`src/hw/rtl/csg_pkg.sv`:
```
// Shared types, constants and SipHash helpers for the cuckoo edge generator.
// No dependencies; imported by every module of the block.
package csg_pkg;

    localparam int INDEX_W     = 32;
    localparam int NODE_W      = 30;
    localparam int KEY_W       = 64;
    localparam int GLOG_W      = 5;
    localparam int HALF_ROUNDS = 12;  // 2 compression + 4 finalisation rounds, halved
    localparam int HALF_COMP   = 4;   // half-rounds before message/0xff injection
    localparam int ADDR_W      = 6;
    localparam int DATA_W      = 64;
    localparam int REG_IDX_W   = 3;

    localparam logic [KEY_W-1:0]  FINAL_XOR    = 64'h0000_0000_0000_00ff;
    localparam logic [GLOG_W-1:0] GLOG_RESET   = 5'd20;

    localparam logic [REG_IDX_W-1:0] REG_KEY_0  = 3'd0;
    localparam logic [REG_IDX_W-1:0] REG_KEY_1  = 3'd1;
    localparam logic [REG_IDX_W-1:0] REG_KEY_2  = 3'd2;
    localparam logic [REG_IDX_W-1:0] REG_KEY_3  = 3'd3;
    localparam logic [REG_IDX_W-1:0] REG_GLOG   = 3'd4;

    typedef struct packed {
        logic [KEY_W-1:0] v0;
        logic [KEY_W-1:0] v1;
        logic [KEY_W-1:0] v2;
        logic [KEY_W-1:0] v3;
    } sip_state_t;

    typedef struct packed {
        logic [KEY_W-1:0]  key_0;
        logic [KEY_W-1:0]  key_1;
        logic [KEY_W-1:0]  key_2;
        logic [KEY_W-1:0]  key_3;
        logic [GLOG_W-1:0] graph_size_log2;
    } csg_cfg_t;

    typedef struct packed {
        logic [NODE_W-1:0] node_odd;
        logic [NODE_W-1:0] node_even;
    } node_pair_t;

    function automatic logic [KEY_W-1:0] rotl64(input logic [KEY_W-1:0] x, input int r);
        return (x << r) | (x >> (KEY_W - r));
    endfunction

    // First half of a SipRound: one add level per lane pair
    function automatic sip_state_t sip_half_a(input sip_state_t s);
        sip_state_t t;
        t    = s;
        t.v0 = s.v0 + s.v1;
        t.v1 = rotl64(s.v1, 13) ^ t.v0;
        t.v0 = rotl64(t.v0, 32);
        t.v2 = s.v2 + s.v3;
        t.v3 = rotl64(s.v3, 16) ^ t.v2;
        return t;
    endfunction

    function automatic sip_state_t sip_half_b(input sip_state_t s);
        sip_state_t t;
        t    = s;
        t.v0 = s.v0 + s.v3;
        t.v3 = rotl64(s.v3, 21) ^ t.v0;
        t.v2 = s.v2 + s.v1;
        t.v1 = rotl64(s.v1, 17) ^ t.v2;
        t.v2 = rotl64(t.v2, 32);
        return t;
    endfunction

    // Fold the state, keep 30 bits and apply 2^(g-1)-1
    function automatic logic [NODE_W-1:0] fold_node(input sip_state_t s,
                                                    input logic [GLOG_W-1:0] g);
        logic [KEY_W-1:0] h;
        logic [31:0]      m;
        h = s.v0 ^ s.v1 ^ s.v2 ^ s.v3;
        if (g == '0) begin
            m = '0;
        end else begin
            m = (32'd1 << (g - 5'd1)) - 32'd1;
        end
        return h[NODE_W-1:0] & m[NODE_W-1:0];
    endfunction

endpackage

```
`src/hw/rtl/csg_cfg_regs.sv`:
```
// APB register file holding the SipHash key words and graph size.
// Depends on csg_pkg.
module csg_cfg_regs
    import csg_pkg::*;
(
    input  logic                    aclk,
    input  logic                    aresetn,
    input  logic                    psel,
    input  logic                    penable,
    input  logic                    pwrite,
    input  logic [ADDR_W-1:0]       paddr,
    input  logic [DATA_W-1:0]       pwdata,
    output logic [DATA_W-1:0]       prdata,
    output logic                    pready,
    output csg_cfg_t                cfg
);

    csg_cfg_t               cfg_reg;
    logic                   wr_en;
    logic [REG_IDX_W-1:0]   reg_idx;

    assign pready  = 1'b1;
    assign wr_en   = psel & penable & pwrite;
    assign reg_idx = paddr[ADDR_W-1:ADDR_W-REG_IDX_W];
    assign cfg     = cfg_reg;

    always_ff @(posedge aclk) begin
        if (!aresetn) begin
            cfg_reg.key_0           <= '0;
            cfg_reg.key_1           <= '0;
            cfg_reg.key_2           <= '0;
            cfg_reg.key_3           <= '0;
            cfg_reg.graph_size_log2 <= GLOG_RESET;
        end else if (wr_en) begin
            unique case (reg_idx)
                REG_KEY_0: cfg_reg.key_0           <= pwdata;
                REG_KEY_1: cfg_reg.key_1           <= pwdata;
                REG_KEY_2: cfg_reg.key_2           <= pwdata;
                REG_KEY_3: cfg_reg.key_3           <= pwdata;
                REG_GLOG:  cfg_reg.graph_size_log2 <= pwdata[GLOG_W-1:0];
                default: ;
            endcase
        end
    end

    always_comb begin
        unique case (reg_idx)
            REG_KEY_0: prdata = cfg_reg.key_0;
            REG_KEY_1: prdata = cfg_reg.key_1;
            REG_KEY_2: prdata = cfg_reg.key_2;
            REG_KEY_3: prdata = cfg_reg.key_3;
            REG_GLOG:  prdata = {{(DATA_W-GLOG_W){1'b0}}, cfg_reg.graph_size_log2};
            default:   prdata = '0;
        endcase
    end

endmodule

```
`config.mk`:
```
export PLATFORM = sky130hd
export DESIGN_NAME = csg_cfg_regs
export DESIGN_NICKNAME = d
export VERILOG_FILES = /design/src/hw/rtl/csg_pkg.sv /design/src/hw/rtl/csg_cfg_regs.sv
export SDC_FILE = /design/constraint.sdc
export NUM_CORES = 1
export LEC_CHECK = 0
export BUFFER_PORTS_ARGS = -buffer_cell sky130_fd_sc_hd__buf_2
export CAP_MARGIN = 20
export CORE_AREA = 2 2 155 157
export DETAILED_ROUTE_END_ITERATION = 16
export DIE_AREA = 0 0 157 159
export GPL_TIMING_DRIVEN = 0
export PLACE_DENSITY = 0.8
export RECOVER_POWER = 50
export SLEW_MARGIN = 15
export SYNTH_ARGS = -nofsm -noshare
export SYNTH_HDL_FRONTEND = slang
export SYNTH_SLANG_ARGS = --single-unit
export TNS_END_PERCENT = 5
```
`constraint.sdc`:
```
create_clock -name aclk -period 1.62 [get_ports aclk]
set_input_delay 0.081 -clock aclk [delete_from_list [all_inputs] [get_ports aclk]]
set_output_delay 0.081 -clock aclk [all_outputs]
set_load 0.03 [all_outputs]
```
**Yosys cells after proc, flatten, opt, wreduce, memory -nomap -nowiden**

Index checks and enable logic that the tools add are counted.

- Div/mod/pow operators: 0
- Reduce and logical (&&, ||, !) cells: 6
- Equality and inequality tests: 4
- Shift-type cells: 0
- Multiplexer cells: 1
- $lt $le $gt $ge: 0
- Bitwise logic cells: 2
- Add/subtract/negate cells: 0
- Multipliers: 0

Operators by type and width:

| cell | number |
|---|---|
| $pmux 64 s5 | 1 |
| $reduce_and 2->1 | 5 |
| $eq 3x2->1 const B | 2 |
| $eq 3x1->1 const B | 1 |
| $eq 3x3->1 const B | 1 |
| $logic_not 3->1 | 1 |
| $and 1x1->1 | 2 |

- Memories: 0
- Logic and storage cells: 18
- Bits in writable memories: 0
- Input bits: 75
- ROM bits: 0
- Bits in latches: 0
- Register bits: 261
- Output and inout bits: 326

**Longest topological paths before layout**

Gate-level depths: netlist (run 1).

- Word-level depth: 3
- Mapped depth: 6
- Gate-level depth less buffers: 3

**Worst setup path before layout (run 1)**

No wires, ideal clock.

- Path kind: input -> output
- Start point: input port paddr[3]
- End point: output port prdata[0]
- Path buffers: 3
- Cell stages on the path: 6
- Arrival time: 1.410 ns
- Setup slack: 0.129 ns
- Required time: 1.539 ns
- Cells stage by stage: buf_4 -> buf_6 -> buf_2 -> nor2_1 -> a22oi_1 -> o22ai_1

- Longest elaborated chain between the ends: 2
- Elaborated cells on any way between the ends: 6
- Classes of those cells: eq/ne (4); mux (1); reduce/logical (1)

Ends and longest elaborated chain:

| what | RTL line | RTL |
|---|---|---|
| start, declared | csg_cfg_regs.sv:11 | `input logic [ADDR_W-1:0] paddr,` |
| $eq 3x3->1 (tied with other cells) | csg_cfg_regs.sv:47 | `unique case (reg_idx)` |
| $pmux 64 s5 (*) | csg_cfg_regs.sv:47 |  |
| end, declared | csg_cfg_regs.sv:13 | `output logic [DATA_W-1:0] prdata,` |

Mark *: on every way between the ends. The rest lies on a longest branch, timed or not.

**Final worst setup path (run 1)**

- Start point: register cfg_reg (netlist bit cfg[21])
- End point: output port prdata[16]

- Longest elaborated chain between the ends: 1

Ends and longest elaborated chain:

| what | RTL line | RTL |
|---|---|---|
| start, declared | csg_cfg_regs.sv:18 | `csg_cfg_t cfg_reg;` |
| $pmux 64 s5 | csg_cfg_regs.sv:47 |  |

Every way passes these cells.

==> run_results.csv, run 1 <==
group,metric,value,unit
outcome,status,"finished with violations",
outcome,failed_checks,"negative setup slack",
clocking,clock_path_buffers,3,
worst_setup_path,cp_max_fo,3,
worst_setup_path,worstSetupPathType,"register to output port",
layout,area_delta_synth_final,35.6,%
grt,grt-ovfl-total,0,
routing,vias,10787,
layout,final_nets,1651,
worst_setup_path,crit_slowest_cell,"mux4_2",
synth,synth.area.top_cells,"dfxtp_1 (45%), mux2i_1 (22%), mux4_2 (11%)",
job,maxCapViolCount,0,
layout,largest_reg_flops,261,
timing,grt_setup_unrepaired,"true",
synth,yosys_register_bits,261,
timing,finalClockSkew,0,ps
routing,wirelength,42900,µm
synth,synth_fp_nets,1161,
power_and_ir_drop,switchingPower,0.00333,W
clocking,worstSkewPairLatency,520,ps
power_and_ir_drop,power.density,855,nW/µm²
worst_setup_path,start_kind,"register",
grt,grt_usage,32.9,%
power_and_ir_drop,p_int,0.0102,W
layout,stdcell_count,1913,
timing,fin_crit_sh,110,%
floorplanning,design.die.area,25000,µm²
routing,drtPass1Iterations,5,
placed_design,dp.cells,1798,
placed_design,place_hpwl,28700,µm
worst_setup_path,arrival,1700,ps
routing,wire_per_inst,22.4,µm
placed_design,gp_congestion,0.897,
grt,grt_pass1_vias,10853,
synth,yosysSeqAreaShare,44.8,%
timing,setup_slack,-157,ps
grt,grt_max_degree,14,
synth,ys_types,23,
power_and_ir_drop,seqPwrFrac,48.1,%
power_and_ir_drop,p_sw_share,24.6,%
power_and_ir_drop,comb_power_share,8.6,%
routing,first_iter_violations,777,
routing,postRouteAntennaNets,0,
timing,fin_hold_ws,149,ps
clocking,tritoncts,"built",
clocking,cts-root-buf,"clkbuf_16",
layout,drive_gt1_share,42.3,%
timing,relSlewSlack,26.7,%
power_and_ir_drop,leakagePower,6.65,nW
grt,antenna_found_initial,3,
synth,yosys_warnings,0,
floorplanning,rows,56,
floorplanning,die_x,157,µm
timing,fin_crit,1780,ps
clocking,htreeDepth,1,
worst_setup_path,cp.required,1540,ps
worst_hold_path,hold_class,"primary input to register",
floorplanning,die_height,159,µm
placed_design,portBuffers,393,
timing,drv_slew,0,
placed_design,dpl_worst_slack,-295,ps
routing,drc,0,
timing,setup-violations-final,71,
synth,synth_top_cell_area_share,44.8,%
clocking,cts.clk_slew.worst_paths,60,ps
clocking,clock_sinks,261,
timing,max_freq,563,MHz
grt,grt_pass1_wl,63300,µm
clocking,cts_made_buffers,27,
floorplanning,ios,401,
synth,synth_top_area_cell,"dfxtp_1",
routing,post_drt_via_cell_ratio,5.64,
timing,worst_slew_pin_slew,1090,ps
power_and_ir_drop,vdd_drop_max,0.000770,V
timing,finalHoldViolations,0,
floorplanning,core_area,23200,µm²
synth,syn_inst,1086,
worst_setup_path,cpPeakStageDelay,480,ps
worst_setup_path,end_kind,"output port",
power_and_ir_drop,pwr-share-clk,43.3,%
synth,synth_area,11700,µm²
floorplanning,start_util,50.3,%
worst_setup_path,worstPathCellList,"mux4_2 -> nor2b_1 -> buf_4",
synth,syn_area_per_cell,10.7,µm²
worst max-delay path: cells and delay by family, from the launching register on:
kind / cells / cell delay (ps)
mux: 1 / 480
flops: 1 / 340
simple gates: 1 / 160
buf+inv: 1 / 190
layout make-up:
type	count	area (µm²)
tap	319	399
multi-input combinational	738	5860
clock inverter	5	31.3
clock buffer	39	781
sequential	261	5380
buffer	87	551
antenna	3	7.51
timing repair buffer	461	2820
fill	1716	7370
kinds of logic (layout without fill, tap and decap cells):
kind of cell,after synthesis,count (layout),synth area share [%]
and+or+nand+nor,397,397,14.8
muxes,325,325,34.3
DFF,261,261,44.8
buffers and inverters,87,592,5.18
AOI/OAI and AO/OA,15,15,0.912
other,1,4,0.0321
worst paths after layout:
kind	from	endpoint	slack, ps	cells past startpoint
max	cfg[21]	prdata[16]	-160	3
min	penable	cfg[4]	150	4
max reg2reg	cfg[110]	cfg[110]	880	2
min reg2reg	cfg[84]	cfg[84]	470	2
per-layer routing:
metal	vias up	global-route usage (%)	share of wire, %
li1	4703	-	-
met1	5303	39.7	38
met2	614	55.4	49
met3	167	6.18	7.9
met4	0	17.2	5.6
met5	-	0	0
cells in the mapped netlist:
| master | n |
|---|---|
| nand2_1 | 323 |
| dfxtp_1 | 261 |
| mux2i_1 | 261 |
| nor2b_1 | 65 |
| mux4_2 | 59 |
| clkbuf_1 | 36 |
| buf_6 | 15 |
| buf_4 | 14 |
| buf_2 | 12 |
| a22oi_1 | 10 |
| buf_12 | 6 |
| mux2_1 | 5 |
| o22ai_1 | 5 |
| buf_1 | 4 |
| nor3b_2 | 2 |
| conb_1 | 1 |
| nand2_2 | 1 |
| nand4_1 | 1 |
| nand4b_4 | 1 |
| nor2_1 | 1 |
| nor2_8 | 1 |
| nor3_2 | 1 |
| nor3_4 | 1 |
stage by stage:
stage / total power (W) / cell area (µm²) / utilization [%] / setup TNS (ps)
finish: 0.0135 / 15800 / 68.2 / -6930
global route: 0.0139 / 15800 / 68.2 / -14020
CTS: 0.0135 / 15800 / 68.3 / -6860
detailed placement: 0.00765 / 14000 / 60.5 / -8740
global placement: 0.00764 / 14000 / 60.5 / -7010
floorplan: 0.00725 / 11700 / - / 0
power by group through the flow:
stage / clock network (W) / logic [W] / registers (W)
after global routing: 0.00613 / 0.00122 / 0.00651
after detailed placement: 0 / 0.00101 / 0.00665
final: 0.00586 / 0.00116 / 0.00651
after CTS: 0.00586 / 0.00115 / 0.00651
after floorplan: 0 / 0.000521 / 0.00673
after global placement: 0 / 0.000994 / 0.00664
cells in the final DEF, fill, tap and decap left out, drive strengths merged:
master and count:
inv 1, nor2b 65, nand2 324, nand4 1
clkinvlp 1, clkinv 3, nand4b 1, dlygate4sd3 64
nor3 2, nor2 2, mux2 5, a22oi 10
nor3b 2, mux4 59, clkbuf 101, conb 1
o22ai 5, buf 422, diode 3, dfxtp 261
mux2i 261
timing repair:
item	4_1_cts	5_1_grt
resized for setup	172	45
hold endpoints to repair	261	0
pin swaps	5	0
hold buffers	64	0
setup buffers	2	2
setup endpoints to repair	64	64
(Power assumes the default switching activity.)
==> run 2: changes to the inputs <==
CORE_AREA = 2 2 157 159   (was 2 2 155 157)
CTS_BUF_LIST = sky130_fd_sc_hd__clkbuf_4   (was not set)
DIE_AREA = 0 0 159 161   (was 0 0 157 159)
PLACE_DENSITY = 0.78   (was 0.8)
==> run 2 against run 1 <==
Net effect: clock skew is the same; the flow still finishes with violations (negative setup slack); hold slack better by 3.0 ps; cell area increased by 1.6%; non-clock buffer count grew 20; critical endpoint is now prdata[49]; flip-flop and latch count unchanged; total power is 0.22% higher; combinational power hardly changed; register-to-register slack lost 460 ps; highest routed layer unchanged; critical path depth stayed put.
==> run_results.csv, run 2 (same netlist as run 1, synthesis figures left out) <==
group,metric,value,unit
outcome,status,"finished with violations",
outcome,failed_checks,"negative setup slack",
routing,drtPass1Iterations,5,
routing,postRouteAntennaNets,0,
worst_setup_path,rrSetupSlack,420,ps
clocking,worstSkewPairLatency,660,ps
floorplanning,core_area,24000,µm²
grt,grt_pass1_vias,11201,
clocking,cts-root-buf,"clkbuf_4",
timing,relSlewSlack,46.2,%
placed_design,place_area,14000,µm²
routing,post_drt_via_cell_ratio,5.50,
timing,fin_crit_sh,119,%
clocking,tritoncts,"built",
worst_setup_path,start_kind,"register",
clocking,cts_made_buffers,66,
floorplanning,die_height,161,µm
worst_setup_path,worstPathCellList,"mux4_2 -> nor2b_2 -> buf_6",
layout,drive_gt1_share,41.3,%
worst_setup_path,worstSetupPathType,"register to output port",
floorplanning,design.die.area,25600,µm²
worst_setup_path,worstReg2RegEnd,"cfg[3]",
timing,max_freq,519,MHz
timing,drv_slew,0,
clocking,htreeDepth,3,
layout,area_delta_synth_final,37.7,%
routing,drc,0,
worst_hold_path,hold_class,"primary input to register",
layout,final_nets,1710,
grt,antenna_found_initial,1,
timing,finalClockSkew,0,ps
worst_setup_path,cp-endpoint,"prdata[49]",
placed_design,gp_congestion,0.862,
timing,worst_slew_pin_slew,807,ps
floorplanning,start_util,48.7,%
clocking,clock_sinks,261,
floorplanning,ios,401,
grt,grt_pass1_wl,63800,µm
timing,grt_setup_unrepaired,"true",
worst_setup_path,worstSetupStartpoint,"cfg[54]",
worst_setup_path,end_kind,"output port",
worst_setup_path,cp_max_fo,3,
routing,wire_per_inst,21.2,µm
floorplanning,die_x,159,µm
layout,stdcell_area,16100,µm²
timing,fin_crit,1930,ps
clocking,cts.clk_slew.worst_paths,60,ps
routing,first_iter_violations,832,
worst_hold_path,hold_start,"aresetn",
timing,finalHoldViolations,0,
worst_setup_path,crit_slowest_cell,"mux4_2",
layout,final_core_util,67.1,%
worst_setup_path,rr_worst_depth,3,
grt,grt-ovfl-total,0,
routing,wirelength,42300,µm
placed_design,portBuffers,393,
worst_setup_path,timing.rr.start,"cfg[3]",
power_and_ir_drop,leakagePower,6.59,nW
timing,setup-violations-final,202,
worst_setup_path,cpPeakStageDelay,480,ps
worst_setup_path,cp.required,1540,ps
routing,vias,10980,
floorplanning,rows,57,
grt,grt_max_degree,11,
worst_setup_path,arrival,1850,ps
power_and_ir_drop,vdd_drop_max,0.000585,V
layout,largest_reg_flops,261,
placed_design,place_hpwl,28100,µm
grt,grt_usage,31.9,%
layout,layout_common_cells,"nand2_1 (323), buf_2 (269), mux2i_1 (261)",
clocking,clock_path_buffers,3,
job,maxCapViolCount,0,
power_and_ir_drop,power.density,844,nW/µm²
layout,final_common_cell,"nand2_1",
timing,setup_slack,-309,ps
## run 2: critical path: cells and delay by family (launching register included)
kind	cells	cell delay [ps]
DFF	1	330
buffers and inverters	1	180
muxes	1	480
and+or+nand+nor	1	190
## run 2: per-stage QoR
step | setup slack [ps] | std cells | hold WS, ps | total power, W | setup TNS, ps
CTS | -291 | 1992 | 12.9 | 0.0136 | -17300
finish | -309 | 1996 | 152 | 0.0136 | -22580
global route | -333 | 1996 | 196 | 0.0140 | -34020
global placement | -313 | 1803 | 354 | 0.00764 | -8790
floorplan | 129 | 1086 | 247 | 0.00725 | 0
detailed placement | -302 | 1803 | 367 | 0.00766 | -7920
## run 2: routing by layer
| metal | vias to the layer above | GRT usage [%] | wire [µm] |
|---|---|---|---|
| met5 | - | 0 | 0 |
| met2 | 635 | 54.9 | 20600 |
| li1 | 4873 | - | - |
| met3 | 156 | 6.24 | 3170 |
| met4 | 0 | 15.7 | 2010 |
| met1 | 5316 | 38.6 | 16500 |
## run 2: power breakdown
part	internal, W	switching (W)
clock	0.00323	0.00265
sequential	0.00646	0.0000402
combinational	0.000428	0.000745
total	0.0101	0.00344
## run 2: what timing repair did
action                     in CTS  in global routing
hold endpoints to repair      261                  0
resized for setup             176                 70
hold buffers                   74                  0
setup endpoints to repair      64                 68
setup buffers                  11                  3
pin swaps                       5                  0
## run 2: cell type report
class | count | area, µm²
well taps | 324 | 405
clock buffers | 92 | 691
diodes | 1 | 2.50
plain buffers | 87 | 574
repair buffers | 481 | 2940
fillers | 1818 | 7890
clock inverters | 12 | 150
flip-flops and latches | 261 | 5380
multi-input cells | 738 | 5920
## run 2: worst min-delay path by stage
stage / endpoint / slack [ps] / cells past startpoint
after floorplan: cfg[2] / 250 / 2
after global placement: cfg[2] / 350 / 3
after detailed placement: cfg[2] / 370 / 3
after CTS: cfg[196] / 10 / 4
after global routing: cfg[251] / 200 / 4
final: cfg[249] / 150 / 4
==> run 3: changes to the inputs <==
RECOVER_POWER = 25   (was 50)
SETUP_SLACK_MARGIN = 0.3   (was not set)
==> run 3 against run 2 <==
Net effect: the flow still finishes with violations (negative setup slack); clock-buffer cell count rose by 4; clock skew did not move; global-route usage rose by 1.8 points.
==> run_results.csv, run 3 (same netlist as run 1, synthesis figures left out) <==
group,metric,value,unit
worst_setup_path,critPathTopFamily,"multiplexers",
power_and_ir_drop,leakagePower,7.13,nW
timing,fin_crit_sh,122,%
layout,final_common_cell,"nand2_1",
timing,grt_setup_unrepaired,"true",
routing,wire_per_inst,24.0,µm
worst_setup_path,worstPathCellList,"mux4_2 -> nor2b_1 -> buf_4",
floorplanning,die_x,159,µm
worst_hold_path,hold_class,"primary input to register",
worst_setup_path,end_kind,"output port",
clocking,clock_sinks,261,
worst_setup_path,timing.rr.start,"cfg[218]",
placed_design,place_hpwl,28600,µm
routing,vias,11784,
grt,grt_pass1_vias,11729,
floorplanning,design.die.area,25600,µm²
grt,grt_pass1_wl,67400,µm
worst_setup_path,crit_slowest_cell,"mux4_2",
clocking,tritoncts,"built",
routing,drtPass1Iterations,6,
layout,area_delta_synth_final,50.3,%
timing,relSlewSlack,32.6,%
floorplanning,rows,57,
layout,drive_gt1_share,51.7,%
timing,finalHoldViolations,0,
placed_design,portBuffers,393,
timing,drv_slew,0,
worst_setup_path,cp_max_fo,3,
clocking,cts.clk_slew.worst_paths,70,ps
grt,antenna_found_initial,1,
worst_setup_path,start_kind,"register",
worst_setup_path,arrival,1890,ps
layout,layout_common_cells,"nand2_1 (323), mux2i_1 (260), dfxtp_2 (177)",
worst_setup_path,cpPeakStageDelay,520,ps
power_and_ir_drop,power.density,762,nW/µm²
timing,worst_slew_pin_slew,1010,ps
worst_setup_path,path_buf_inv,1,
floorplanning,start_util,48.7,%
outcome,status,"finished with violations",
clocking,clock_path_buffers,3,
grt,grt_usage,33.7,%
outcome,failed_checks,"negative setup slack",
timing,setup-violations-final,153,
layout,largest_reg_flops,261,
grt,grt_max_degree,11,
clocking,cts_made_buffers,68,
clocking,cts-root-buf,"clkbuf_4",
timing,max_freq,508,MHz
worst_hold_path,hold_start,"aresetn",
floorplanning,core_area,24000,µm²
floorplanning,ios,401,
routing,post_drt_via_cell_ratio,5.80,
worst_setup_path,cp.required,1540,ps
routing,first_iter_violations,986,
layout,final_nets,1739,
timing,fin_hold_ws,124,ps
timing,setup_slack,-349,ps
worst_setup_path,worstSetupPathType,"register to output port",
floorplanning,die_height,161,µm
layout,final_core_util,73.2,%
routing,drc,0,
grt,grt-ovfl-total,0,
timing,finalClockSkew,0,ps
job,maxCapViolCount,0,
placed_design,gp_congestion,0.865,
power_and_ir_drop,vdd_drop_max,0.000641,V
timing,fin_crit,1970,ps
worst_setup_path,worstSetupStartpoint,"cfg[106]",
clocking,worstSkewPairLatency,670,ps
routing,wirelength,48800,µm
clocking,htreeDepth,3,
routing,postRouteAntennaNets,0,
## run 3: layout make-up
cell class                 count  area [µm²]
tap                          324         405
sequential                   261        5450
buffer                        87         483
timing repair buffer         508        4270
multi-input combinational    738        6120
antenna                        1        2.50
clock buffer                  96         721
fill                        1498        6430
clock inverter                15        73.8
## run 3: power breakdown
part	switching, W	total [W]	internal [W]
logic	0.000809	0.00129	0.000480
registers	0.0000441	0.00651	0.00646
clock network	0.00285	0.00557	0.00273
total	0.00370	0.0134	0.00967
## run 3: metrics by stage
stage               cell area [µm²]  total power (W)  cells  setup slack, ps  TNS, ps
floorplan                     11700          0.00725   1086              129        0
global placement              14100          0.00765   1803             -409   -10180
detailed placement            14100          0.00766   1803             -370    -9640
CTS                           16900           0.0132   2012             -312   -17770
global route                  17500           0.0138   2030             -382   -35270
finish                        17500           0.0134   2030             -349   -25320
## run 3: worst min-delay path: cells and delay by family
family / cells / cell delay (ps)
mux: 1 / 50
simple gates: 1 / 120
buf+inv: 2 / 490
## run 3: path summary, 6_finish.rpt
kind,slack (ps),to,cells after the start
worst max-delay path,-350,prdata[37],3
worst min-delay path,120,cfg[0],4
worst max register to register,830,cfg[218],3
worst min register to register,460,cfg[57],2
## run 3: timing repair
action                                  in CTS  in global routing
pin swaps                                    5                  3
endpoints found under the hold margin      261                  1
buffers inserted                            27                 16
hold buffers                                71                  1
resized for setup                          448                310
endpoints found under the setup margin     301                478
## run 3: metal layers
metal	vias up	track usage [%]	part of all wire (%)
met5	-	0	0
met4	0	18.7	6.6
met3	245	8.27	8.5
met2	859	58.3	49
met1	5760	38.5	36
li1	4920	-	-
