$ cat src/hw/rtl/csg_pkg.sv
// Shared types, constants and SipHash helpers for the cuckoo edge generator.
// No dependencies; imported by every module of the block.
package csg_pkg;

    localparam int INDEX_W     = 32;
    localparam int NODE_W      = 30;
    localparam int KEY_W       = 64;
    localparam int GLOG_W      = 5;
    localparam int HALF_ROUNDS = 12;  // 2 compression + 4 finalisation rounds, halved
    localparam int HALF_COMP   = 4;   // half-rounds before message/0xff injection
    localparam int ADDR_W      = 6;
    localparam int DATA_W      = 64;
    localparam int REG_IDX_W   = 3;

    localparam logic [KEY_W-1:0]  FINAL_XOR    = 64'h0000_0000_0000_00ff;
    localparam logic [GLOG_W-1:0] GLOG_RESET   = 5'd20;

    localparam logic [REG_IDX_W-1:0] REG_KEY_0  = 3'd0;
    localparam logic [REG_IDX_W-1:0] REG_KEY_1  = 3'd1;
    localparam logic [REG_IDX_W-1:0] REG_KEY_2  = 3'd2;
    localparam logic [REG_IDX_W-1:0] REG_KEY_3  = 3'd3;
    localparam logic [REG_IDX_W-1:0] REG_GLOG   = 3'd4;

    typedef struct packed {
        logic [KEY_W-1:0] v0;
        logic [KEY_W-1:0] v1;
        logic [KEY_W-1:0] v2;
        logic [KEY_W-1:0] v3;
    } sip_state_t;

    typedef struct packed {
        logic [KEY_W-1:0]  key_0;
        logic [KEY_W-1:0]  key_1;
        logic [KEY_W-1:0]  key_2;
        logic [KEY_W-1:0]  key_3;
        logic [GLOG_W-1:0] graph_size_log2;
    } csg_cfg_t;

    typedef struct packed {
        logic [NODE_W-1:0] node_odd;
        logic [NODE_W-1:0] node_even;
    } node_pair_t;

    function automatic logic [KEY_W-1:0] rotl64(input logic [KEY_W-1:0] x, input int r);
        return (x << r) | (x >> (KEY_W - r));
    endfunction

    // First half of a SipRound: one add level per lane pair
    function automatic sip_state_t sip_half_a(input sip_state_t s);
        sip_state_t t;
        t    = s;
        t.v0 = s.v0 + s.v1;
        t.v1 = rotl64(s.v1, 13) ^ t.v0;
        t.v0 = rotl64(t.v0, 32);
        t.v2 = s.v2 + s.v3;
        t.v3 = rotl64(s.v3, 16) ^ t.v2;
        return t;
    endfunction

    function automatic sip_state_t sip_half_b(input sip_state_t s);
        sip_state_t t;
        t    = s;
        t.v0 = s.v0 + s.v3;
        t.v3 = rotl64(s.v3, 21) ^ t.v0;
        t.v2 = s.v2 + s.v1;
        t.v1 = rotl64(s.v1, 17) ^ t.v2;
        t.v2 = rotl64(t.v2, 32);
        return t;
    endfunction

    // Fold the state, keep 30 bits and apply 2^(g-1)-1
    function automatic logic [NODE_W-1:0] fold_node(input sip_state_t s,
                                                    input logic [GLOG_W-1:0] g);
        logic [KEY_W-1:0] h;
        logic [31:0]      m;
        h = s.v0 ^ s.v1 ^ s.v2 ^ s.v3;
        if (g == '0) begin
            m = '0;
        end else begin
            m = (32'd1 << (g - 5'd1)) - 32'd1;
        end
        return h[NODE_W-1:0] & m[NODE_W-1:0];
    endfunction

endpackage

$ cat src/hw/rtl/csg_out_skid.sv
// Output register plus skid slot: folds the final SipHash states into masked nodes.
// Depends on csg_pkg.
module csg_out_skid
    import csg_pkg::*;
(
    input  logic                aclk,
    input  logic                aresetn,
    input  logic                in_valid,
    input  sip_state_t          in_even,
    input  sip_state_t          in_odd,
    input  logic [GLOG_W-1:0]   graph_size_log2,
    output logic                in_ready,
    output logic                m_tvalid,
    input  logic                m_tready,
    output node_pair_t          m_nodes
);

    node_pair_t out_reg;
    node_pair_t skid_reg;
    node_pair_t fold;
    logic       out_valid_reg;
    logic       skid_valid_reg;
    logic       out_free;

    assign fold.node_even = fold_node(in_even, graph_size_log2);
    assign fold.node_odd  = fold_node(in_odd, graph_size_log2);
    assign out_free       = !out_valid_reg || m_tready;
    assign in_ready       = !skid_valid_reg;
    assign m_tvalid       = out_valid_reg;
    assign m_nodes        = out_reg;

    always_ff @(posedge aclk) begin
        if (!aresetn) begin
            out_valid_reg  <= 1'b0;
            skid_valid_reg <= 1'b0;
        end else if (skid_valid_reg) begin
            if (m_tready) begin
                skid_valid_reg <= 1'b0;
            end
        end else if (out_free) begin
            out_valid_reg <= in_valid;
        end else if (in_valid) begin
            skid_valid_reg <= 1'b1;
        end
    end

    always_ff @(posedge aclk) begin
        if (skid_valid_reg) begin
            if (m_tready) begin
                out_reg <= skid_reg;
            end
        end else if (out_free) begin
            out_reg <= fold;
        end else begin
            skid_reg <= fold;
        end
    end

endmodule

$ cat config.mk
export PLATFORM = sky130hd
export DESIGN_NAME = csg_out_skid
export DESIGN_NICKNAME = d
export VERILOG_FILES = /design/src/hw/rtl/csg_pkg.sv /design/src/hw/rtl/csg_out_skid.sv
export SDC_FILE = /design/constraint.sdc
export NUM_CORES = 1
export LEC_CHECK = 0
export ABC_AREA = 1
export BUFFER_PORTS_ARGS = -buffer_cell sky130_fd_sc_hd__clkbuf_2
export CAP_MARGIN = 20
export CORE_AREA = 5 5 223 225
export DETAILED_ROUTE_END_ITERATION = 8
export DIE_AREA = 0 0 228 230
export PLACE_DENSITY = 0.41
export SLEW_MARGIN = 15
export SYNTH_ARGS = -nofsm -noshare
export SYNTH_HDL_FRONTEND = slang
export SYNTH_SLANG_ARGS = --single-unit
$ cat constraint.sdc
create_clock -name aclk -period 11.6 [get_ports aclk]
set_input_delay 2.32 -clock aclk [delete_from_list [all_inputs] [get_ports aclk]]
set_output_delay 2.32 -clock aclk [all_outputs]
set_load 0.02 [all_outputs]
# Word level (Yosys, flattened, before mapping)

Index checks and enable logic that the tools add are counted.

Register bits after elaboration: 122
Bits of input ports: 521
Output and inout port bits: 62
Logic and storage cells: 36

Add/sub/neg operators: 2
Equal/unequal tests: 1
Shift-type cells: 1
Mux-type cells: 8
Bitwise operators: 10
Reductions and logical operators: 8

Operators with widths:

| operator                | count |
|---|---|
| $mux W60                | 3 |
| $xor A30 B30 Y30        | 6 |
| $and A30 B30 Y30        | 2 |
| $mux W30                | 1 |
| $shl A1 B5 Y30 const A  | 1 |
| $sub A30 B1 Y30 const B | 1 |
| $reduce_and A2 Y1       | 3 |
| $logic_not A5 Y1        | 1 |
| $sub A5 B1 Y5 const B   | 1 |
| $mux W1                 | 4 |
| $logic_not A1 Y1        | 2 |
| $ne A2 B2 Y1 const B    | 1 |
| $not A1 Y1              | 2 |
| $reduce_bool A2 Y1      | 1 |
| $logic_or A1 B1 Y1      | 1 |

# Longest topological paths before layout

Gate-level depths: netlist of the first run.

Depth in word-level cells: 7
Gate-level depth with buffers: 19

# Worst setup path after synthesis of the first run

No wires, ideal clock.

Kind: input to register
Start point: in m_tready
End point: reg skid_reg[0] in the netlist's numbering, enable pin
Setup time: 0.478 ns
Arrival time: 4.962 ns
Setup slack: 6.160 ns
Cell stages on the path: 3
Cell sequence: inv_1 > nand2_1 > nor2_1

Cells in the longest elaborated chain, start to end: 3

RTL lines:

| what                        | line               | source |
|---|---|---|
| start, declared             | csg_out_skid.sv:14 | `input logic m_tready,` |
| $logic_or A1 B1 Y1          | csg_out_skid.sv:27 | `assign out_free = !out_valid_reg \|\| m_tready;` |
| $not A1 Y1 (no line)        | n/a                |  |
| $reduce_and A2 Y1 (no line) | n/a                |  |
| end signal, assigned        | csg_out_skid.sv:55 | `skid_reg <= fold;` |
| end, declared               | csg_out_skid.sv:19 | `node_pair_t skid_reg;` |

Every way passes these cells.
A chain may end at the register's enable or synchronous reset.

==> metrics.md, run 1 <==
| Metric | Value |
|---|---|
| Post-DP HPWL | `22400 microns` |
| Placer Congestion | `0.864` |
| I/O pin count | `583` |
| Critical-path maximum fanout | `9` |
| Global route overflow | `0` |
| Max_slew headroom | `0.360` |
| Crit Path Category | `in2reg` |
| Initial antenna violation count | `3` |
| Sw Ratio | `0.332` |
| Avg Cell Area, Syn | `8.91 sq um` |
| CP Launch Type | `input pin` |
| Post-synth EDFFs | `120` |
| RSZ-0062 raised after global routing | `false` |
| Largest net degree at the start of global routing | `68` |
| Drt pass-1 iters | `4` |
| Wire length per cell | `15.5 microns` |
| Antenna fix cells | `0` |
| Vias/cell | `3.81` |
| CORE AREA | `0.0473 sq mm` |
| Ys async rst share | `0` |
| DIE HEIGHT | `230 microns` |
| Layout cell share with drive strength beyond 1 | `0.360` |
| Slowest CP cell | `ha_1` |
| Cell family with most CP delay | `simple AND/OR/NAND/NOR gates` |
| CP Buf/Inv Count | `5` |
| Finished layout cell area | `0.0111 sq mm` |
| Most common cell in the netlist | `nand2_1` |
| Sequential share of power | `0.367` |
| Final setup viols | `0` |
| Final Skew | `0.00662 ns` |
| Max stage delay on crit path | `0.47 ns` |
| Cell Chain, Critical Path | `clkbuf_2 -> nor2_8 -> ha_1 -> inv_2 -> nor2_2 -> nand3_1 -> nor2_2 -> inv_1 -> ha_1 -> nand2_1 -> nor2_4 -> nand2_1 -> inv_2 -> o21ai_1 -> inv_2 -> a21oi_2 -> nand2_1 -> nand2_1` |
| CTS Buffer Depth | `2` |
| P_int | `1080 uW` |
| Remaining DRCs | `0` |
| Post-route ant nets | `0` |
| Cts hold-fix bufs | `0` |
| Clock latency on the worst-skew pair | `0.43 ns` |
| Die ar. | `0.0524 sq mm` |
| Sequential area share after synthesis | `0.443` |
| CTS clk-pin slew, worst paths | `0.06 ns` |
| Comb pwr share | `0.290` |
| First-pass GRT wire length | `43600 microns` |
| Overall power | `1610 uW` |
| Syn Inst Count | `923` |
| Status | `complete, no violations` |
| Tot GR Track Use | `0.110` |
| Maximum VDD drop | `56.3 uV` |
| Total setup buffers inserted after CTS | `0` |
| Initial drt markers | `247` |
| Tmin final | `5.22 ns` |
| Pins Over Slew Limit | `0` |
| Clock buffer count from CTS | `17` |
| Post-cts resize count | `0` |
| Synth cell types | `39` |
| Hold Path Class | `reg2reg` |
| Fin crit share | `0.450` |
| Vias post-DR | `7078` |
| Cell Pwr Density | `145 mW/mm^2` |
| F_max | `192 MHz` |
| Area growth, synth to finish | `34.7%` |
| Crit end category | `flip-flop` |
| Top cell type's share of synthesized area | `0.438` |
| Area contributors post-synth | `edfxtp_1 44%, xnor2_1 11%, nand2_1 11%, xor2_1 6.7%, inv_1 3.8%` |
| Main flop type after synthesis | `edfxtp_1` |
| Clock sinks | `122` |
| Layout Nets | `1755` |
| CTS Root Cell | `clkbuf_16` |
| Clock share of power | `0.343` |
| CTS tree | `built` |
| List of most frequent post-synthesis cells | `233 x nand2_1, 120 x edfxtp_1, 104 x xnor2_1` |
| Most used cell, CP | `nand2_1` |
| Die Width | `228 microns` |
| Count of input and output buffers | `310` |
| Syn Nets | `1447` |
| DP Cell Count | `1827` |
| Netlist Area Pre-Place | `0.00823 sq mm` |
| Final-report hold violation count | `0` |
| Starting Density | `0.174` |
| TNS Setup | `0 ns` |
| Fin util | `0.234` |
| P_sw | `534 uW` |
| Crit path required time | `11.90 ns` |
| #FFs+latches synth | `122` |
| Final Non-Filler Cells | `1859` |
| Max-cap viol count | `0` |
| H-tree depth | `4` |
| Worst slew pin tran | `0.960 ns` |
| CP arrival | `5.52 ns` |
| Leak Pwr | `0.00531 uW` |
| Core Rows | `80` |
| Dpl cell area | `0.0105 sq mm` |
| Leading area contributor after synthesis | `edfxtp_1` |
| Vias in the first global route | `7179` |
| Final wirelength | `28800 microns` |
| Synth warn | `0` |
-- per-layer routing --
layer | vias up | GRT usage | routed length (microns) | part of all wire
met5 | - | 0 | 33 | 0.0011
met1 | 3206 | 0.136 | 12700 | 0.44
met4 | 6 | 0.0225 | 255 | 0.0088
met3 | 19 | 0.0352 | 1740 | 0.060
met2 | 219 | 0.188 | 14000 | 0.49
li1 | 3628 | - | - | -
-- worst min-delay path: stages, from the launching register on --
cell and delay, ns:
edfxtp_1 0.31, nand2_1 0.05, nand2_1 0.05
-- final timing paths --
path                 end  slack (ns)               start  cells after the start
max           m_nodes[8]        6.38  graph_size_log2[1]                     18
max reg2reg  m_nodes[31]        9.44      skid_valid_reg                      2
min reg2reg  m_nodes[27]        0.51        skid_reg[27]                      2
min          m_nodes[27]        0.51        skid_reg[27]                      2
-- cells in the final DEF, fill, tap and decap left out, types with 3 or more instances in the layout --
master and n:
clkbuf_2 310, nand2_1 233, edfxtp_1 120, xnor2_1 104, inv_1 83, xor2_1 63, nor2_1 62, nand3_1 43
nand4_1 31, nor2_2 20, o21ai_1 19, a21oi_1 17, clkbuf_16 17, or2_2 13, nand2_2 11, inv_2 11
nand3_2 11, nor2_4 9, a21oi_2 8, nand2_4 6, o211ai_1 5, o21ai_0 5, ha_1 3, inv_6 3
bufinv_16 3, clkinv_2 3, clkinvlp_4 3, buf_4 3
-- layout make-up --
class | instances | area (sq um)
well taps | 615 | 769
clock buffers | 18 | 429
multi-input cells | 681 | 4110
flip-flops and latches | 122 | 3650
repair buffers | 314 | 1600
fillers | 5216 | 36300
clock inverters | 14 | 171
inverters | 95 | 359
-- logic make-up (layout without fill, tap and decap cells) --
| kind of cell | Yosys count | in the layout | share of synthesized area |
|---|---|---|---|
| AO/OA/AOI/OAI | 60 | 60 | 0.0447 |
| XOR/XNOR | 167 | 167 | 0.178 |
| adder cells (fa/ha/maj) | 3 | 3 | 0.00456 |
| buffers and inverters | 120 | 441 | 0.0604 |
| flip-flops | 122 | 122 | 0.443 |
| AND/OR/NAND/NOR | 451 | 451 | 0.270 |
-- power by group through the flow --
| stage | sequential [uW] | clock (uW) | combinational [uW] |
|---|---|---|---|
| finish | 590 | 553 | 467 |
| global placement | 600 | 0 | 479 |
| floorplan | 659 | 0 | 230 |
| global route | 597 | 594 | 527 |
| CTS | 592 | 576 | 486 |
| detailed placement | 600 | 0 | 484 |
-- stage by stage --
step                hold slack [ns]  setup WS, ns
finish                        0.513          6.38
detailed placement            0.501          5.92
floorplan                     0.492          6.16
global route                  0.538          6.16
global placement              0.499          5.94
CTS                           0.515          6.39
Note: power is estimated with default switching activity, not from simulation.
==> inputs of run 2 (changes only) <==
Settings changed: ABC_AREA 1 to 0, CORE_AREA 5 5 223 225 to 5 5 227 229, DIE_AREA 0 0 228 230 to 0 0 232 234, PLACE_DENSITY 0.41 to 0.4.
Clock period 11.6 ns to 4.2 ns, I/O delays scaled along.
==> run 2 against run 1 <==
Effect of this change:
- worst hold slack got worse by 0.00054 ns
- final cell count decreased by 5.5%
- sequential power increased to 2.7 times the previous value
- non-clock buffer count increased by 37
- combinational power increased to 2.7 times the previous value
- worst setup slack got worse by 5.7 ns
- flip-flop and latch count unchanged
- synthesized cell count decreased by 20%
- clock power increased to 2.5 times the previous value
- clock skew increased by 0.0071 ns
- count of clock-buffer cells in the layout unchanged
- first-iteration DRC count increased by 62%
==> metrics.md, run 2 <==
| Metric | Value |
|---|---|
| Vias/cell | `3.80` |
| Post-cts resize count | `0` |
| Layout cell share with drive strength beyond 1 | `0.381` |
| Cell family with most CP delay | `simple AND/OR/NAND/NOR gates` |
| Die ar. | `0.0543 sq mm` |
| Final Skew | `0.0137 ns` |
| Vias post-DR | `6685` |
| Area contributors post-synth | `edfxtp_1 46%, xnor2_1 20%, nand2_1 4.1%, o31ai_1 3.6%, nor2_1 2.9%` |
| Final wirelength | `27700 microns` |
| Antenna fix cells | `0` |
| Comb pwr share | `0.291` |
| Ys async rst share | `0` |
| Tmin final | `3.48 ns` |
| Cell Pwr Density | `388 mW/mm^2` |
| Critical-path maximum fanout | `5` |
| Global route overflow | `0` |
| Maximum VDD drop | `252 uV` |
| I/O pin count | `583` |
| CTS Buffer Depth | `2` |
| Synth warn | `0` |
| Clock sinks | `122` |
| Clock latency on the worst-skew pair | `0.43 ns` |
| RSZ-0062 raised after global routing | `false` |
| DP Cell Count | `1725` |
| Hold Path Class | `reg2reg` |
| TNS Setup | `0 ns` |
| Most common cell after layout, fill and taps aside | `clkbuf_2` |
| Wire length per cell | `15.8 microns` |
| Final setup viols | `0` |
| Placer Congestion | `0.851` |
| Largest net degree at the start of global routing | `61` |
| CTS Root Cell | `clkbuf_16` |
| Synth cell types | `77` |
| Sw Ratio | `0.321` |
| Post-DP HPWL | `21400 microns` |
| Commonest non-fill, non-tap cells in the layout | `310 x clkbuf_2, 175 x xnor2_1, 120 x edfxtp_1, 85 x nand2_1, 61 x nor2_1` |
| Leading area contributor after synthesis | `edfxtp_1` |
| Dpl cell area | `0.0104 sq mm` |
| Status | `complete, no violations` |
| Top routing layer in use | `met4` |
| P_sw | `1370 uW` |
| Overall power | `4260 uW` |
| Cell Chain, Critical Path | `clkbuf_2 -> or2_1 -> clkinv_2 -> ha_1 -> and3b_1 -> nand2_1 -> ha_1 -> o31ai_1 -> a211o_4 -> nor3_1 -> xor2_1 -> buf_4 -> a32o_1` |
| Count of input and output buffers | `310` |
| Sequential share of power | `0.379` |
| P_int | `2890 uW` |
| Netlist Area Pre-Place | `0.00784 sq mm` |
| Top cell type's share of synthesized area | `0.460` |
| CP Buf/Inv Count | `3` |
| Most common cell in the netlist | `xnor2_1` |
| CORE AREA | `0.0495 sq mm` |
| Worst slew pin tran | `0.963 ns` |
| Max-cap viol count | `0` |
| Initial drt markers | `400` |
| Starting Density | `0.159` |
| Remaining DRCs | `0` |
| Max_slew headroom | `0.358` |
| Area growth, synth to finish | `39.9%` |
| List of most frequent post-synthesis cells | `175 x xnor2_1, 120 x edfxtp_1, 85 x nand2_1` |
| Post-route ant nets | `0` |
| Slowest CP cell | `a211o_4` |
| Leak Pwr | `0.00425 uW` |
| CP Launch Type | `input pin` |
| Main flop type after synthesis | `edfxtp_1` |
| Total setup buffers inserted after CTS | `0` |
| Clock share of power | `0.329` |
| Fin crit share | `0.829` |
| Tot GR Track Use | `0.101` |
| Initial antenna violation count | `0` |
| F_max | `287 MHz` |
| Core Rows | `82` |
| Avg Cell Area, Syn | `10.7 sq um` |
| Post-Route M1 WL | `13100 microns` |
| DR WL met2 | `12000 microns` |
| Syn Nets | `1260` |
| Most used cell, CP | `ha_1` |
| Die Width | `232 microns` |
| #FFs+latches synth | `122` |
| CP arrival | `3.66 ns` |
| Max stage delay on crit path | `0.38 ns` |
| Cts hold-fix bufs | `0` |
| First-pass GRT wire length | `40800 microns` |
| CTS clk-pin slew, worst paths | `0.06 ns` |
| CTS tree | `built` |
| Syn Inst Count | `736` |
| Crit end category | `flip-flop` |
| H-tree depth | `4` |
| Post-synth EDFFs | `120` |
| Layout Nets | `1596` |
| Clock buffer count from CTS | `17` |
| Finished layout cell area | `0.0110 sq mm` |
| Crit path required time | `4.38 ns` |
| Drt pass-1 iters | `5` |
| Sequential area share after synthesis | `0.465` |
| Pins Over Slew Limit | `0` |
| Total length of routed met3 wires | `2170 microns` |
| Crit Path Category | `in2reg` |
| Vias in the first global route | `6741` |
| Final-report hold violation count | `0` |
| Final Non-Filler Cells | `1757` |
| DIE HEIGHT | `234 microns` |
[run 2: final cells by class]
type	count	area, sq um
flip-flops and latches	122	3650
well taps	672	841
clock buffers	18	429
fillers	5456	38500
inverters	10	38.8
repair buffers	351	1870
multi-input cells	570	4020
clock inverters	14	123
[run 2: cell families (layout without fill, tap and decap cells)]
| family | count (synthesis) | after routing | synth area share |
|---|---|---|---|
| adders and majority gates | 4 | 4 | 0.00607 |
| xor gates and xnor gates | 189 | 189 | 0.211 |
| AOI/OAI and AO/OA | 135 | 135 | 0.128 |
| and+or+nand+nor | 226 | 226 | 0.141 |
| buffers and inverters | 44 | 393 | 0.0255 |
| DFF | 122 | 122 | 0.465 |
| muxes | 16 | 16 | 0.0228 |
[run 2: per-stage QoR]
stage / worst slack (ns) / hold WS, ns / util
after floorplan: 0.0542 / 0.493 / -
after global routing: 0.614 / 0.545 / 0.222
after detailed placement: 0.265 / 0.505 / 0.211
final: 0.716 / 0.512 / 0.222
after CTS: 0.739 / 0.522 / 0.222
after global placement: 0.239 / 0.502 / 0.210
[run 2: worst register-to-register path, stage by stage, from the launching register on]
cell and delay [ns]:
dfxtp_4 0.49, inv_1 0.21, and3_4 0.83
[run 2: power by group through the flow]
stage | Clock [uW] | Sequential (uW) | Combinational [uW]
6_report | 1400 | 1610 | 1240
4_1_cts | 1470 | 1620 | 1270
2_1_floorplan | 0 | 1800 | 584
3_5_place_dp | 0 | 1640 | 1260
5_1_grt | 1530 | 1630 | 1370
3_3_place_gp | 0 | 1640 | 1260
[run 2: layer usage]
| layer | up-vias | GRT usage |
|---|---|---|
| met4 | 0 | 0.0288 |
| met1 | 3058 | 0.139 |
| met3 | 20 | 0.0295 |
| met2 | 271 | 0.154 |
| li1 | 3336 | - |
| met5 | - | 0 |
[run 2: path summary, 6_finish.rpt]
check	startpoint	to	slack, ns	depth (start not counted)
worst max-delay path	graph_size_log2[1]	m_nodes[24]	0.72	13
worst min-delay path	skid_reg[51]	m_nodes[51]	0.51	2
worst min register to register	skid_reg[51]	m_nodes[51]	0.51	2
worst max register to register	skid_valid_reg	skid_reg[41]	2.21	2
==> inputs of run 3 (changes only) <==
Clock period 4.2 ns to 2.9 ns, I/O delays scaled along.
==> run 3 against run 2 <==
Effect of this change:
- non-clock buffer count is 70 higher
- count of clock-buffer cells in the layout is 1 lower
- register-to-register slack worse by 0.91 ns
- global-route usage is 0.35 points higher
- worst setup slack worse by 0.60 ns
- power is 49% higher
- sequential power is 45% higher
- largest cell class unchanged
- critical endpoint is now m_nodes[59]
- flip-flop and latch count stayed put
- combinational power is 56% higher
- final area is 6.2% higher
==> metrics.md, run 3 (same netlist as run 2, synthesis figures left out) <==
| Metric | Value |
|---|---|
| Final worst slack | `0.120 ns` |
| Clock sinks | `122` |
| F_max | `360 MHz` |
| Crit path required time | `3.06 ns` |
| CTS Root Cell | `clkbuf_16` |
| Crit path to | `m_nodes[59]` |
| CORE AREA | `0.0495 sq mm` |
| TNS Setup | `0 ns` |
| Commonest non-fill, non-tap cells in the layout | `310 x clkbuf_2, 174 x xnor2_1, 120 x edfxtp_1, 109 x buf_4, 85 x nand2_1` |
| Hold Path Class | `in2reg` |
| Wire length per cell | `15.9 microns` |
| Crit Path Category | `in2reg` |
| Global route overflow | `0` |
| Vias/cell | `3.77` |
| Die Width | `232 microns` |
| Layout Nets | `1666` |
| R2r setup slk | `1.30 ns` |
| Max-cap viol count | `0` |
| Worst slew pin tran | `0.514 ns` |
| Final setup viols | `0` |
| First-pass GRT wire length | `42100 microns` |
| Max_slew headroom | `0.657` |
| Post-DP HPWL | `23500 microns` |
| Placer Congestion | `0.825` |
| CP arrival | `2.94 ns` |
| CTS Buffer Depth | `2` |
| Cell Chain, Critical Path | `clkbuf_2 -> or2_1 -> clkinv_4 -> ha_4 -> buf_4 -> a21boi_2 -> buf_4 -> o31ai_1 -> nor3b_2 -> or4_1 -> a22oi_2 -> buf_4 -> o31ai_1` |
| Final Skew | `0.00968 ns` |
| Final wirelength | `29100 microns` |
| Die ar. | `0.0543 sq mm` |
| CP Launch Type | `input pin` |
| Status | `complete, no violations` |
| Tot GR Track Use | `0.104` |
| DP Cell Count | `1795` |
| Most used cell, CP | `buf_4` |
| FF-to-FF path depth | `2` |
| Final-report hold violation count | `0` |
| RSZ-0062 raised after global routing | `false` |
| Post-Place Setup Slack | `-0.404 ns` |
| Remaining DRCs | `0` |
| Reg2Reg Capture Point | `skid_reg[9]` |
| Critical-path maximum fanout | `6` |
| Max stage delay on crit path | `0.50 ns` |
| Fin Hold WS | `0.323 ns` |
| Antenna fix cells | `0` |
| Most common cell after layout, fill and taps aside | `clkbuf_2` |
| Slowest CP cell | `or4_1` |
| Area growth, synth to finish | `48.5%` |
| # fillers | `5427` |
| Final Non-Filler Cells | `1827` |
| Layout cell share with drive strength beyond 1 | `0.435` |
| Starting Density | `0.159` |
| CP startpoint | `graph_size_log2[0]` |
| Fin crit share | `0.959` |
| Largest net degree at the start of global routing | `49` |
| Drt pass-1 iters | `4` |
| CP Depth | `13` |
| Clock buffer count from CTS | `17` |
| CTS clk-pin slew, worst paths | `0.06 ns` |
| Clock latency on the worst-skew pair | `0.43 ns` |
| Count of input and output buffers | `310` |
| Initial antenna violation count | `2` |
| H-tree depth | `4` |
| Crit end category | `flip-flop` |
| Post-route ant nets | `0` |
| I/O pin count | `583` |
| Total setup buffers inserted after CTS | `0` |
| Maximum VDD drop | `244 uV` |
| Cell Pwr Density | `543 mW/mm^2` |
| Core Rows | `82` |
| Finished layout cell area | `0.0116 sq mm` |
| Cell family with most CP delay | `simple AND/OR/NAND/NOR gates` |
| Initial drt markers | `288` |
| Pins Over Slew Limit | `0` |
| DIE HEIGHT | `234 microns` |
| Vias in the first global route | `6958` |
| Leak Pwr | `0.00462 uW` |
| Tmin final | `2.78 ns` |
| Vias post-DR | `6890` |
| CTS tree | `built` |
| CP Buf/Inv Count | `5` |
| Dpl cell area | `0.0110 sq mm` |
| Critical R2R Launch | `m_tvalid` |
-- run 3: changes by cell type in the layout (fill, tap and decap cells not counted), sizes merged --
cell / before / now
buf: 41 / 111
clkinv: 8 / 5
clkinvlp: 4 / 6
inv: 11 / 13
clkbuf: 328 / 327
-- run 3: final cells by class --
class	count	area, sq um	share of cell area
Multi-Input combinational cell	570	4140	0.355
Clock buffer	17	425	0.0365
Clock inverter	15	141	0.0121
Inverter	10	43.8	0.00376
Tap cell	672	841	0.0722
Sequential cell	122	3650	0.313
Timing Repair Buffer	421	2410	0.207
-- run 3: worst min-delay path by stage --
| stage | from | to | slack [ns] | depth (start not counted) |
|---|---|---|---|---|
| detailed placement | skid_reg[21] | m_nodes[21] | 0.50 | 2 |
| global placement | skid_reg[21] | m_nodes[21] | 0.50 | 2 |
| finish | m_tready | skid_valid_reg | 0.32 | 2 |
| floorplan | skid_reg[21] | m_nodes[21] | 0.49 | 2 |
| global route | m_tready | skid_valid_reg | 0.29 | 2 |
| CTS | m_tready | skid_valid_reg | 0.29 | 2 |
-- run 3: worst reg2reg max path: stages (launching register included) --
cell     delay (ns)
dfxtp_1        0.43
and3_4         0.52
buf_12         0.28
-- run 3: routing by layer --
metal	routed length, microns	share of wire	vias up	global-route usage
met4	335	0.012	4	0.0218
met3	2080	0.072	21	0.0352
li1	-	-	3477	-
met5	20	0.00069	-	0
met2	13500	0.46	213	0.170
met1	13200	0.45	3175	0.135
-- run 3: timing repair --
action	4_1_cts	5_1_grt
gates resized for setup	0	7
hold buffers	0	0
setup endpoints to repair	0	7
-- run 3: report_power, final --
part | internal, uW | switching (uW) | leakage (uW) | total [uW]
Clock | 1190 | 875 | 0.000259 | 2060
Combinational | 834 | 1090 | 0.00313 | 1930
Sequential | 2260 | 66.7 | 0.00123 | 2330
-- run 3: metrics by stage --
stage           util  total power, uW
6_report       0.235             6320
4_1_cts        0.235             6460
2_1_floorplan      -             3480
3_3_place_gp   0.223             4320
3_5_place_dp   0.223             4330
5_1_grt        0.235             6710
